$ cat src/hdl/assert_macros.svh
// Assertion macros shared by the RTL of the divergence alert block.
// Simulation builds get concurrent assertions; synthesis builds get nothing.
`ifndef ASSERT_MACROS_SVH
`define ASSERT_MACROS_SVH

`ifndef SYNTHESIS

// Property must hold at every clock edge outside reset.
`define ASSERT_PROP(lbl, clk, rst_n, prop, msg) \
    lbl: assert property (@(posedge clk) disable iff (!rst_n) (prop)) else $error(msg);

// Condition must never be true at a clock edge outside reset.
`define ASSERT_NEVER(lbl, clk, rst_n, cond, msg) \
    lbl: assert property (@(posedge clk) disable iff (!rst_n) !(cond)) else $error(msg);

`else

`define ASSERT_PROP(lbl, clk, rst_n, prop, msg)
`define ASSERT_NEVER(lbl, clk, rst_n, cond, msg)

`endif

`endif

$ cat src/hdl/dpda_pkg.sv
// Package for the dual position divergence alert: payload structs, UBX frame
// constants and the status bundle from each parser. No dependencies.
`timescale 1ns / 1ps
`default_nettype none

package dpda_pkg;

    // Request payload: one sample of both receiver byte lanes.
    typedef struct packed {
        logic [7:0] byte_a;
        logic       strobe_a;
        logic [7:0] byte_b;
        logic       strobe_b;
    } in_t;

    // Result payload.
    typedef struct packed {
        logic alarm;
        logic fix_a;
        logic fix_b;
    } out_t;

    typedef logic [5:0]       pos_t;
    typedef logic [2:0][31:0] xyz_t;

    // Status of one receiver parser as seen by the distance pipeline.
    typedef struct packed {
        xyz_t held;
        logic fix;
        pos_t pos;
    } rx_status_t;

    localparam logic [30:0] ALERT_RESET = 31'd100;

    // UBX NAV-SOL header bytes.
    localparam logic [7:0] UBX_SYNC1  = 8'd181;
    localparam logic [7:0] UBX_SYNC2  = 8'd98;
    localparam logic [7:0] UBX_CLASS  = 8'h01;
    localparam logic [7:0] UBX_ID     = 8'h06;
    localparam logic [7:0] UBX_LEN_LO = 8'd52;
    localparam logic [7:0] UBX_LEN_HI = 8'h00;

    // Valid fix types (2D, 3D, GNSS plus dead reckoning).
    localparam logic [7:0] FIX_MIN = 8'd2;
    localparam logic [7:0] FIX_MAX = 8'd4;

    // Byte positions within a frame.
    localparam pos_t POS_SYNC1       = 6'd0;
    localparam pos_t POS_SYNC2       = 6'd1;
    localparam pos_t POS_CLASS       = 6'd2;
    localparam pos_t POS_ID          = 6'd3;
    localparam pos_t POS_LEN_LO      = 6'd4;
    localparam pos_t POS_LEN_HI      = 6'd5;
    localparam pos_t POS_PAY         = 6'd6;
    localparam pos_t POS_PRE_FIX_END = 6'd15;
    localparam pos_t POS_FIX         = 6'd16;
    localparam pos_t POS_FLAGS       = 6'd17;
    localparam pos_t POS_X           = 6'd18;
    localparam pos_t POS_XYZ_END     = 6'd29;
    localparam pos_t POS_TAIL        = 6'd30;
    localparam pos_t POS_PAY_LAST    = 6'd57;
    localparam pos_t POS_CKA         = 6'd58;
    localparam pos_t POS_CKB         = 6'd59;

endpackage

`default_nettype wire

$ cat src/hdl/dpda_ubx_parser.sv
// UBX NAV-SOL parser for one receiver: strobe edge detect, Fletcher-8
// checksum, fix flag, ECEF assembly and held position. Uses dpda_pkg.
`timescale 1ns / 1ps
`default_nettype none

module dpda_ubx_parser
    import dpda_pkg::*;
(
    input  wire logic       aclk,
    input  wire logic       aresetn,
    input  wire logic       step,
    input  wire logic       strobe,
    input  wire logic [7:0] rx_byte,
    output rx_status_t      status
);

    logic       last_strobe_reg, last_strobe_next;
    pos_t       pos_reg, pos_next;
    logic [7:0] ck_a_reg, ck_a_next;
    logic [7:0] ck_b_reg, ck_b_next;
    xyz_t       partial_reg, partial_next;
    xyz_t       held_reg, held_next;
    logic       fix_reg, fix_next;

    logic       take;
    logic       seq_ok;
    pos_t       pos_off;
    logic [3:0] idx;

    // A byte is taken when the strobe level differs from the last one seen.
    assign take    = step && (strobe != last_strobe_reg);
    assign pos_off = pos_reg - POS_X;
    assign idx     = pos_off[3:0];

    // Bytes that simply move the frame forward.
    assign seq_ok = (pos_reg == POS_SYNC1  && rx_byte == UBX_SYNC1)  ||
                    (pos_reg == POS_SYNC2  && rx_byte == UBX_SYNC2)  ||
                    (pos_reg == POS_CLASS  && rx_byte == UBX_CLASS)  ||
                    (pos_reg == POS_ID     && rx_byte == UBX_ID)     ||
                    (pos_reg == POS_LEN_LO && rx_byte == UBX_LEN_LO) ||
                    (pos_reg == POS_LEN_HI && rx_byte == UBX_LEN_HI) ||
                    (pos_reg inside {[POS_PAY:POS_PRE_FIX_END]})     ||
                    (pos_reg inside {[POS_TAIL:POS_PAY_LAST]})       ||
                    (pos_reg == POS_CKA && rx_byte == ck_a_reg)      ||
                    (pos_reg == POS_FLAGS);

    // Next-state logic for one received byte.
    always_comb begin
        last_strobe_next = last_strobe_reg;
        pos_next         = pos_reg;
        ck_a_next        = ck_a_reg;
        ck_b_next        = ck_b_reg;
        partial_next     = partial_reg;
        held_next        = held_reg;
        fix_next         = fix_reg;

        if (take) begin
            last_strobe_next = strobe;

            // Checksum runs over class through payload and holds on the
            // checksum bytes themselves.
            if (pos_reg inside {[POS_CLASS:POS_PAY_LAST]}) begin
                ck_a_next = ck_a_reg + rx_byte;
                ck_b_next = ck_b_reg + ck_a_next;
            end else if (pos_reg != POS_CKA && pos_reg != POS_CKB) begin
                ck_a_next = '0;
                ck_b_next = '0;
            end

            if (seq_ok) begin
                pos_next = pos_reg + 6'd1;
            end else if (pos_reg == POS_FIX) begin
                if (rx_byte >= FIX_MIN && rx_byte <= FIX_MAX) begin
                    pos_next = pos_reg + 6'd1;
                    fix_next = 1'b1;
                end else begin
                    pos_next     = '0;
                    partial_next = '0;
                    fix_next     = 1'b0;
                end
            end else if (pos_reg inside {[POS_X:POS_XYZ_END]}) begin
                // Little-endian coordinate bytes, four per axis.
                partial_next[idx[3:2]] = partial_reg[idx[3:2]] |
                                         (32'(rx_byte) << {idx[1:0], 3'b000});
                pos_next = pos_reg + 6'd1;
            end else if (pos_reg == POS_CKB && rx_byte == ck_b_reg) begin
                // Frame is good: commit the assembled position.
                held_next    = partial_reg;
                pos_next     = '0;
                partial_next = '0;
            end else begin
                pos_next     = '0;
                partial_next = '0;
            end
        end
    end

    // State registers.
    always_ff @(posedge aclk) begin
        if (!aresetn) begin
            last_strobe_reg <= 1'b0;
            pos_reg         <= '0;
            ck_a_reg        <= '0;
            ck_b_reg        <= '0;
            partial_reg     <= '0;
            held_reg        <= '0;
            fix_reg         <= 1'b0;
        end else begin
            last_strobe_reg <= last_strobe_next;
            pos_reg         <= pos_next;
            ck_a_reg        <= ck_a_next;
            ck_b_reg        <= ck_b_next;
            partial_reg     <= partial_next;
            held_reg        <= held_next;
            fix_reg         <= fix_next;
        end
    end

    assign status.held = held_reg;
    assign status.fix  = fix_reg;
    assign status.pos  = pos_reg;

endmodule

`default_nettype wire

$ cat config.mk
export PLATFORM = sky130hd
export DESIGN_NAME = dpda_ubx_parser
export DESIGN_NICKNAME = d
export VERILOG_FILES = /design/src/hdl/assert_macros.svh /design/src/hdl/dpda_pkg.sv /design/src/hdl/dpda_ubx_parser.sv
export SDC_FILE = /design/constraint.sdc
export NUM_CORES = 1
export LEC_CHECK = 0
export ABC_AREA = 1
export BUFFER_PORTS_ARGS = -buffer_cell sky130_fd_sc_hd__buf_2
export CORE_MARGIN = 3
export CORE_UTILIZATION = 58
export CTS_CLUSTER_DIAMETER = 200
export DETAILED_ROUTE_END_ITERATION = 7
export PLACE_DENSITY_LB_ADDON = 0.08
export SLEW_MARGIN = 5
export SYNTH_ARGS = -nofsm -noshare
export SYNTH_HDL_FRONTEND = slang
export SYNTH_SLANG_ARGS = --single-unit
$ cat constraint.sdc
create_clock -name aclk -period 4.4 [get_ports aclk]
set_clock_uncertainty 0.15 [all_clocks]
set_input_delay 1.32 -clock aclk [delete_from_list [all_inputs] [get_ports aclk]]
set_output_delay 1.32 -clock aclk [all_outputs]
set_load 0.01 [all_outputs]
==> run summary, run 1 <==
CP required -> 4.68 ns
All-Layer GR Usage -> 29.82%
Power share of the clock group -> 51.3%
Clock Path Buffers -> 3
H-tree Lvls -> 1
Fmax -> 0.2766 GHz
Initial Util -> 59.35%
PwrDens -> 324.0 nW/um^2
Final non-filler cell total -> 2178
Status -> completed
CTS tree -> done
Worst setup margin -> 0.7842 ns
Setup_tns -> 0 ns
Finish-stage setup viols -> 0
Area contributors post-synth -> dfxtp_1, inv_1, nand3_1, nand2_1, a21oi_1
Post-Syn Nets -> 1885
Die area -> 22540 um^2
Post-synthesis cell area -> 12050 um^2
Share of cells above drive strength 1 -> 11.37%
Terminus of the critical flop-to-flop path -> partial_reg[41]
Combinational power share -> 4.3%
Startpoint types -> input port
Worst slew pin tran -> 0.9090 ns
Leak pwr -> 6.050 nW
Area grow syn2layout -> 12.69%
Slowest stage delay, CP -> 0.41 ns
First-pass GRT wire length -> 55160 um
Hold worst-path end -> ck_a_reg[4]
Cell-by-cell trace of the critical path -> buf_2 -> ha_1 -> fa_1 -> a21oi_1 -> o21ai_0 -> nand2_1 -> nand2_1 -> a21oi_1 -> xor2_1 -> ha_1 -> a21oi_1 -> o21ai_0 -> a21oi_1 -> inv_1 -> nand3_1 -> nand3_1 -> a21oi_1
Sequential share of power -> 44.5%
Async SR Flop Fraction -> 0%
Reg2Reg Launch Point -> pos_reg[1]
Die X -> 150.1 um
# DRC -> 0
Period minus WS final -> 3.616 ns
Worst skew pair latency -> 0.51 ns
Total of max-cap violations -> 0
Int Power -> 0.003453 W
Average cell area after synthesis -> 6.516 um^2
Commonest cells post-synth -> inv_1, nand2_1, dfxtp_1
Final period utilization -> 82.18%
Nets -> 1928
CTS buffer count -> 23
Ant diodes -> 0
Num ports -> 115
Wirelength per Cell -> 15.78 um
Worst r2r path cells -> 12
Seq cells post-synth -> 216
Largest net degree at the start of global routing -> 115
Die height -> 150.1 um
CP most frequent cell -> a21oi_1
Clock root buffer -> clkbuf_16
Final RePlAce weighted congestion -> 0.9385
Cell with the most instances after synthesis -> inv_1
Initial antenna violation count -> 0
Placed cell count -> 2137
CORE AREA -> 20300 um^2
Yosys cell types -> 34
Post-CTS Resized -> 0
Post-synth top flop -> dfxtp_1
RSZ-0062 raised after global routing -> no
Pwr Total -> 0.004399 W
Clk pin slew, worst setup/hold paths -> 0.06 ns
Via count -> 12000
Post-Route WL -> 34380 um
WS Path Type -> input port to flop
Synth top area share -> 35.89%
Register area share after synthesis -> 35.89%
VDD IR max -> 304.4 uV
Worst R2R Setup Slack -> 0.98 ns
Hold crit path type -> flop to flop
Vias in the first global route -> 10940
Hold-fix buffers, CTS -> 0
Routed vias/inst -> 5.511
Fin util -> 66.88%
IO buf count -> 114
Drt first pass iters -> 6
Row cnt -> 52
Worst slack, placed -> 0.2977 ns
Min-delay src -> ck_a_reg[4]
DR iter-0 viols -> 1282
Hold Fails Final Rpt -> 0
Critical path arrival -> 3.90 ns
Hold depth -> 2
Synth warn -> 0
Sw frac -> 21.51%
Psw -> 0.0009464 W
Post-synth top area cell -> dfxtp_1
Number of synthesized flops with an enable pin -> 0
Crit path max fanout -> 5
Setup bufs post-CTS -> 0
DP HPWL -> 23310 um
DRT antenna net count -> 0
Crit. End Element -> flop
Synth Instances -> 1849
Worst path slowest cell -> fa_1
Fin. max-slew vios -> 0
Slew margin rel. -> 39.34%
GRT Residual Overflow -> 0
Count of clock tree sinks -> 216
[logic make-up after synthesis]
family | count (synthesis) | share of synthesized area [%]
flops | 216 | 35.89
compound gates | 375 | 17.81
buf+inv | 471 | 15.72
xor+xnor | 13 | 0.9451
simple gates | 750 | 27.01
fa+ha+maj | 24 | 2.617
[metal layers]
layer	wire [um]	track usage [%]	up-vias
met2	15780	48.59	462
met1	14140	38.47	5499
li1	-	-	5935
met3	2614	4.425	106
met5	0	0	-
met4	1841	15.37	0
[power by group through the flow]
stage          combinational [W]  sequential, W  clock, W
3_3_place_gp            0.000183        0.00200         0
2_1_floorplan           0.000133        0.00200         0
5_1_grt                 0.000205        0.00195   0.00236
4_1_cts                 0.000184        0.00196   0.00228
6_report                0.000187        0.00196   0.00226
3_5_place_dp            0.000184        0.00200         0
[area by class of cell]
class / count / area [um^2]
Inverter: 346 / 1299
Tap cell: 270 / 337.8
Sequential cell: 216 / 4324
Timing Repair Buffer: 143 / 875.8
Clock buffer: 30 / 651.9
Fill cell: 1874 / 6723
Clock inverter: 11 / 232.7
Multi-Input combinational cell: 1162 / 5856
[cells in the final DEF (no fill, tap or decap), drive strengths merged, types with 6 or more instances in the layout]
master,n
o21ai,107
clkbuf,30
or2,6
dfxtp,216
a21oi,152
nand2,277
ha,22
inv,344
a31oi,17
nor2,198
xor2,8
bufinv,7
nand4,22
nand3,210
nor3,23
and2,13
o21bai,96
buf,143
[worst max-delay path by stage]
stage          startpoint  cells after the start          end  slack (ns)
2_1_floorplan  rx_byte[0]                     16  ck_b_reg[7]        0.68
3_3_place_gp   rx_byte[0]                     17  ck_b_reg[7]        0.34
3_5_place_dp   rx_byte[0]                     17  ck_b_reg[7]        0.30
4_1_cts        rx_byte[0]                     17  ck_b_reg[7]        0.82
5_1_grt        rx_byte[0]                     17  ck_b_reg[7]        0.56
6_report       rx_byte[0]                     17  ck_b_reg[7]        0.78
[through the flow]
stage / cell area (um^2) / hold WS [ns]
2_1_floorplan: 12050 / 0.2937
3_3_place_gp: 12690 / 0.3021
3_5_place_dp: 12690 / 0.3124
4_1_cts: 13580 / 0.3221
5_1_grt: 13580 / 0.3543
6_report: 13580 / 0.3229
[worst max-delay path: cells and delay by family]
family	cells	cell delay, ns
and+or+nand+nor	4	0.30
AOI/OAI and AO/OA	7	0.94
buffers and inverters	2	0.21
xor gates and xnor gates	1	0.21
adders and majority gates	3	0.93
(Power assumes the default switching activity.)
==> run 2: changes to the inputs <==
ABC_AREA = 0   (was 1)
clock period = 3.6 ns   (was 4.4 ns; I/O delays follow)
==> run 2 against run 1 <==
Sequential share of layout area grew 5.8 points; total power is 13% higher; die area shrank 19%; utilization is 4.5 points higher; synthesized area shrank 20%; largest power group is now registers; combinational power grew 20%; global-route usage fell by 3.9 points; hold slack lost 0.021 ns; wire length fell by 29%; critical path type unchanged; worst setup slack worse by 0.62 ns; sequential power is 22% higher; synthesized cell count down 45%.
==> run summary, run 2 <==
Number of synthesized flops with an enable pin -> 0 (unchanged)
Worst skew pair latency -> 0.51 ns (about the same)
Hold Fails Final Rpt -> 0 (unchanged)
GRT Residual Overflow -> 0 (unchanged)
Hold-fix buffers, CTS -> 0 (unchanged)
Post-synthesis cell area -> 9668 um^2 (was 12050 um^2)
Setup bufs post-CTS -> 0 (unchanged)
Hold crit path type -> flop to flop (unchanged)
Clock root buffer -> clkbuf_16 (unchanged)
Largest net degree at the start of global routing -> 204 (was 115)
Levels on crit path -> 13 (was 17)
VDD IR max -> 333.4 uV (was 304.4 uV)
Post-synth top flop -> dfxtp_1 (unchanged)
Clock Path Buffers -> 3 (unchanged)
Status -> completed (unchanged)
Buffers plus inverters on the worst setup path -> 1 (was 2)
Fmax -> 0.2914 GHz
Worst slew pin tran -> 0.8603 ns (was 0.9090 ns)
Fin util -> 71.34% (was 66.88%)
Register area share after synthesis -> 44.73% (was 35.89%)
Row cnt -> 46 (was 52)
Worst R2R Setup Slack -> 0.39 ns (was 0.98 ns)
Num ports -> 115 (unchanged)
Final RePlAce weighted congestion -> 0.9090 (was 0.9385)
WS Path Type -> input port to flop (unchanged)
Nets -> 1169 (was 1928)
Slew margin rel. -> 42.65% (was 39.34%)
Combinational power share -> 4.5% (was 4.3%)
Synth top area share -> 44.73% (was 35.89%)
Drt first pass iters -> 5 (was 6)
Slowest stage delay, CP -> 0.40 ns (was 0.41 ns)
CTS tree -> done (unchanged)
Share of cells above drive strength 1 -> 20.37% (was 11.37%)
Seq cells post-synth -> 216 (unchanged)
Worst path slowest cell -> fa_2 (was fa_1)
Commonest cells post-synth -> dfxtp_1, nand2_1, mux2i_1 (was inv_1, nand2_1, dfxtp_1)
Total of max-cap violations -> 0 (unchanged)
Crit-path leading delay family -> compound AO/OA/AOI/OAI gates (unchanged)
Post-CTS Resized -> 0 (unchanged)
DP HPWL -> 15910 um (was 23310 um)
Die X -> 135.1 um (was 150.1 um)
Initial antenna violation count -> 0 (unchanged)
Reg2Reg Launch Point -> pos_reg[1] (unchanged)
Critical path arrival -> 3.65 ns (was 3.90 ns)
PwrDens -> 433.5 nW/um^2 (was 324.0 nW/um^2)
Async SR Flop Fraction -> 0% (unchanged)
First-pass GRT wire length -> 39090 um (was 55160 um)
Area grow syn2layout -> 18.92% (was 12.69%)
Dpl cell area -> 10730 um^2 (was 12690 um^2)
Fin area -> 11500 um^2 (was 13580 um^2)
Crit path max fanout -> 4 (was 5)
Worst r2r path cells -> 11 (was 12)
Finish-stage setup viols -> 0 (unchanged)
CP required -> 3.81 ns (was 4.68 ns)
Via count -> 8050 (was 12000)
All-Layer GR Usage -> 25.90% (was 29.82%)
Post-synth top area cell -> dfxtp_1 (unchanged)
Period minus WS final -> 3.431 ns
CTS buffer count -> 23 (unchanged)
Average cell area after synthesis -> 9.506 um^2 (was 6.516 um^2)
Cell with the most instances after synthesis -> dfxtp_1 (was inv_1)
Startpoint types -> input port (unchanged)
Initial Util -> 59.99% (was 59.35%)
Hold depth -> 2 (unchanged)
IO buf count -> 114 (unchanged)
Ant diodes -> 0 (unchanged)
Final non-filler cell total -> 1365 (was 2178)
Vias in the first global route -> 7485 (was 10940)
Setup_tns -> 0 ns (unchanged)
Synth Instances -> 1017 (was 1849)
Crit. End Element -> flop (unchanged)
Fin. max-slew vios -> 0 (unchanged)
Min-delay src -> status[69] (was ck_a_reg[4])
Area contributors post-synth -> dfxtp_1, mux2i_1, a22o_1, nand2_1, a22oi_1 (was dfxtp_1, inv_1, nand3_1, nand2_1, a21oi_1)
Cell-by-cell trace of the critical path -> buf_2 -> ha_4 -> fa_2 -> a21o_1 -> a21oi_2 -> xnor2_1 -> ha_1 -> nand3_1 -> o211ai_1 -> o41ai_2 -> and4b_1 -> mux2i_1 -> o2111ai_1 (was buf_2 -> ha_1 -> fa_1 -> a21oi_1 -> o21ai_0 -> nand2_1 -> nand2_1 -> a21oi_1 -> xor2_1 -> ha_1 -> a21oi_1 -> o21ai_0 -> a21oi_1 -> inv_1 -> nand3_1 -> nand3_1 -> a21oi_1)
Placed cell count -> 1324 (was 2137)
Yosys cell types -> 64 (was 34)
Routed vias/inst -> 5.897 (was 5.511)
Psw -> 0.001106 W (was 0.0009464 W)
Post-Route WL -> 24490 um (was 34380 um)
Terminus of the critical flop-to-flop path -> partial_reg[95] (was partial_reg[41])
Power share of the clock group -> 47.5% (was 51.3%)
Count of clock tree sinks -> 216 (unchanged)
H-tree Lvls -> 1 (unchanged)
Most frequent cells in the layout -> dfxtp_1, nand2_1, buf_2, mux2i_1, a22o_1 (was inv_1, nand2_1, dfxtp_1, nand3_1, nor2_1)
Die height -> 135.1 um (was 150.1 um)
DR iter-0 viols -> 613 (was 1282)
Int Power -> 0.003878 W (was 0.003453 W)
# DRC -> 0 (unchanged)
Leak pwr -> 5.124 nW (was 6.050 nW)
Final period utilization -> 95.32%
Clk pin slew, worst setup/hold paths -> 0.06 ns (about the same)
Die area -> 18250 um^2 (was 22540 um^2)
Synth warn -> 0 (unchanged)
Wirelength per Cell -> 17.94 um (was 15.78 um)
Sw frac -> 22.19% (was 21.51%)
RSZ-0062 raised after global routing -> no (unchanged)
Sequential share of power -> 48.0% (was 44.5%)
CORE AREA -> 16120 um^2 (was 20300 um^2)
Hold worst-path end -> status[69] (was ck_a_reg[4])
Most common cell after layout, fill and taps aside -> dfxtp_1 (was inv_1)
DRT antenna net count -> 0 (unchanged)
Post-Syn Nets -> 1053 (was 1885)
[run 2: cell count changes after synthesis, moves of 34 or more]
cell	change
o21ai_0	-36
mux2i_1	+98
a22o_1	+95
buf_2	-34
o21ai_1	-62
nand3_1	-195
o21bai_1	-95
nor2_1	-162
a22oi_1	+75
a21oi_1	-108
nand2_1	-71
inv_1	-316
[run 2: power by group through the flow]
stage / clock, W / combinational [W] / sequential [W]
after floorplan: 0 / 0.000130 / 0.00244
after global placement: 0 / 0.000219 / 0.00244
after detailed placement: 0 / 0.000221 / 0.00244
after CTS: 0.00240 / 0.000223 / 0.00239
after global routing: 0.00248 / 0.000241 / 0.00239
final: 0.00237 / 0.000225 / 0.00239
[run 2: layout make-up]
| class | count | area (um^2) |
|---|---|---|
| Clock buffer | 35 | 700.7 |
| Clock inverter | 6 | 68.82 |
| Fill cell | 1264 | 4618 |
| Sequential cell | 216 | 4324 |
| Multi-Input combinational cell | 705 | 4878 |
| Timing Repair Buffer | 175 | 1210 |
| Inverter | 12 | 45.04 |
| Tap cell | 216 | 270.3 |
[run 2: worst max-delay path by stage]
| stage | from | endpoint | slack, ns |
|---|---|---|---|
| floorplan | rx_byte[0] | ck_b_reg[7] | -0.06 |
| global placement | rx_byte[0] | ck_b_reg[7] | -0.26 |
| detailed placement | rx_byte[0] | ck_b_reg[7] | -0.42 |
| CTS | rx_byte[0] | ck_b_reg[7] | 0.11 |
| global route | rx_byte[0] | ck_b_reg[7] | 0.0004 |
| finish | rx_byte[0] | ck_b_reg[7] | 0.17 |
[run 2: worst reg2reg max path, cell delays in order, from the launching register on]
cell and delay (ns):
dfxtp_1 0.57, inv_1 0.23, ha_1 0.30, nand3_1 0.10, o41ai_1 0.07, buf_4 0.16, o41ai_4 0.24, nand4_2 0.16
buf_4 0.20, nor4_2 0.58, buf_12 0.24, a22o_1 0.14
[run 2: logic make-up after synthesis]
family	synth area share, %
fa+ha+maj	3.261
mux	10.15
compound gates	20.10
buf+inv	5.345
flops	44.73
simple gates	14.25
xor+xnor	2.174
[run 2: per-stage QoR]
step | hold slack (ns) | total power, W | setup WS, ns
after floorplan | 0.2971 | 0.002574 | -0.05703
after global placement | 0.2911 | 0.002663 | -0.2649
after detailed placement | 0.2979 | 0.002665 | -0.4175
after CTS | 0.3063 | 0.005016 | 0.1092
after global routing | 0.3219 | 0.005115 | 0.0004126
final | 0.3018 | 0.004984 | 0.1686
[run 2: layer usage]
metal  vias to the layer above  share of wire [%]  GRT usage, %
met5                         -                  0             0
met4                         0                1.5         6.047
met3                        37                6.7         3.949
met2                       279                 46         42.01
met1                      3844                 46         36.65
li1                       3890                  -             -
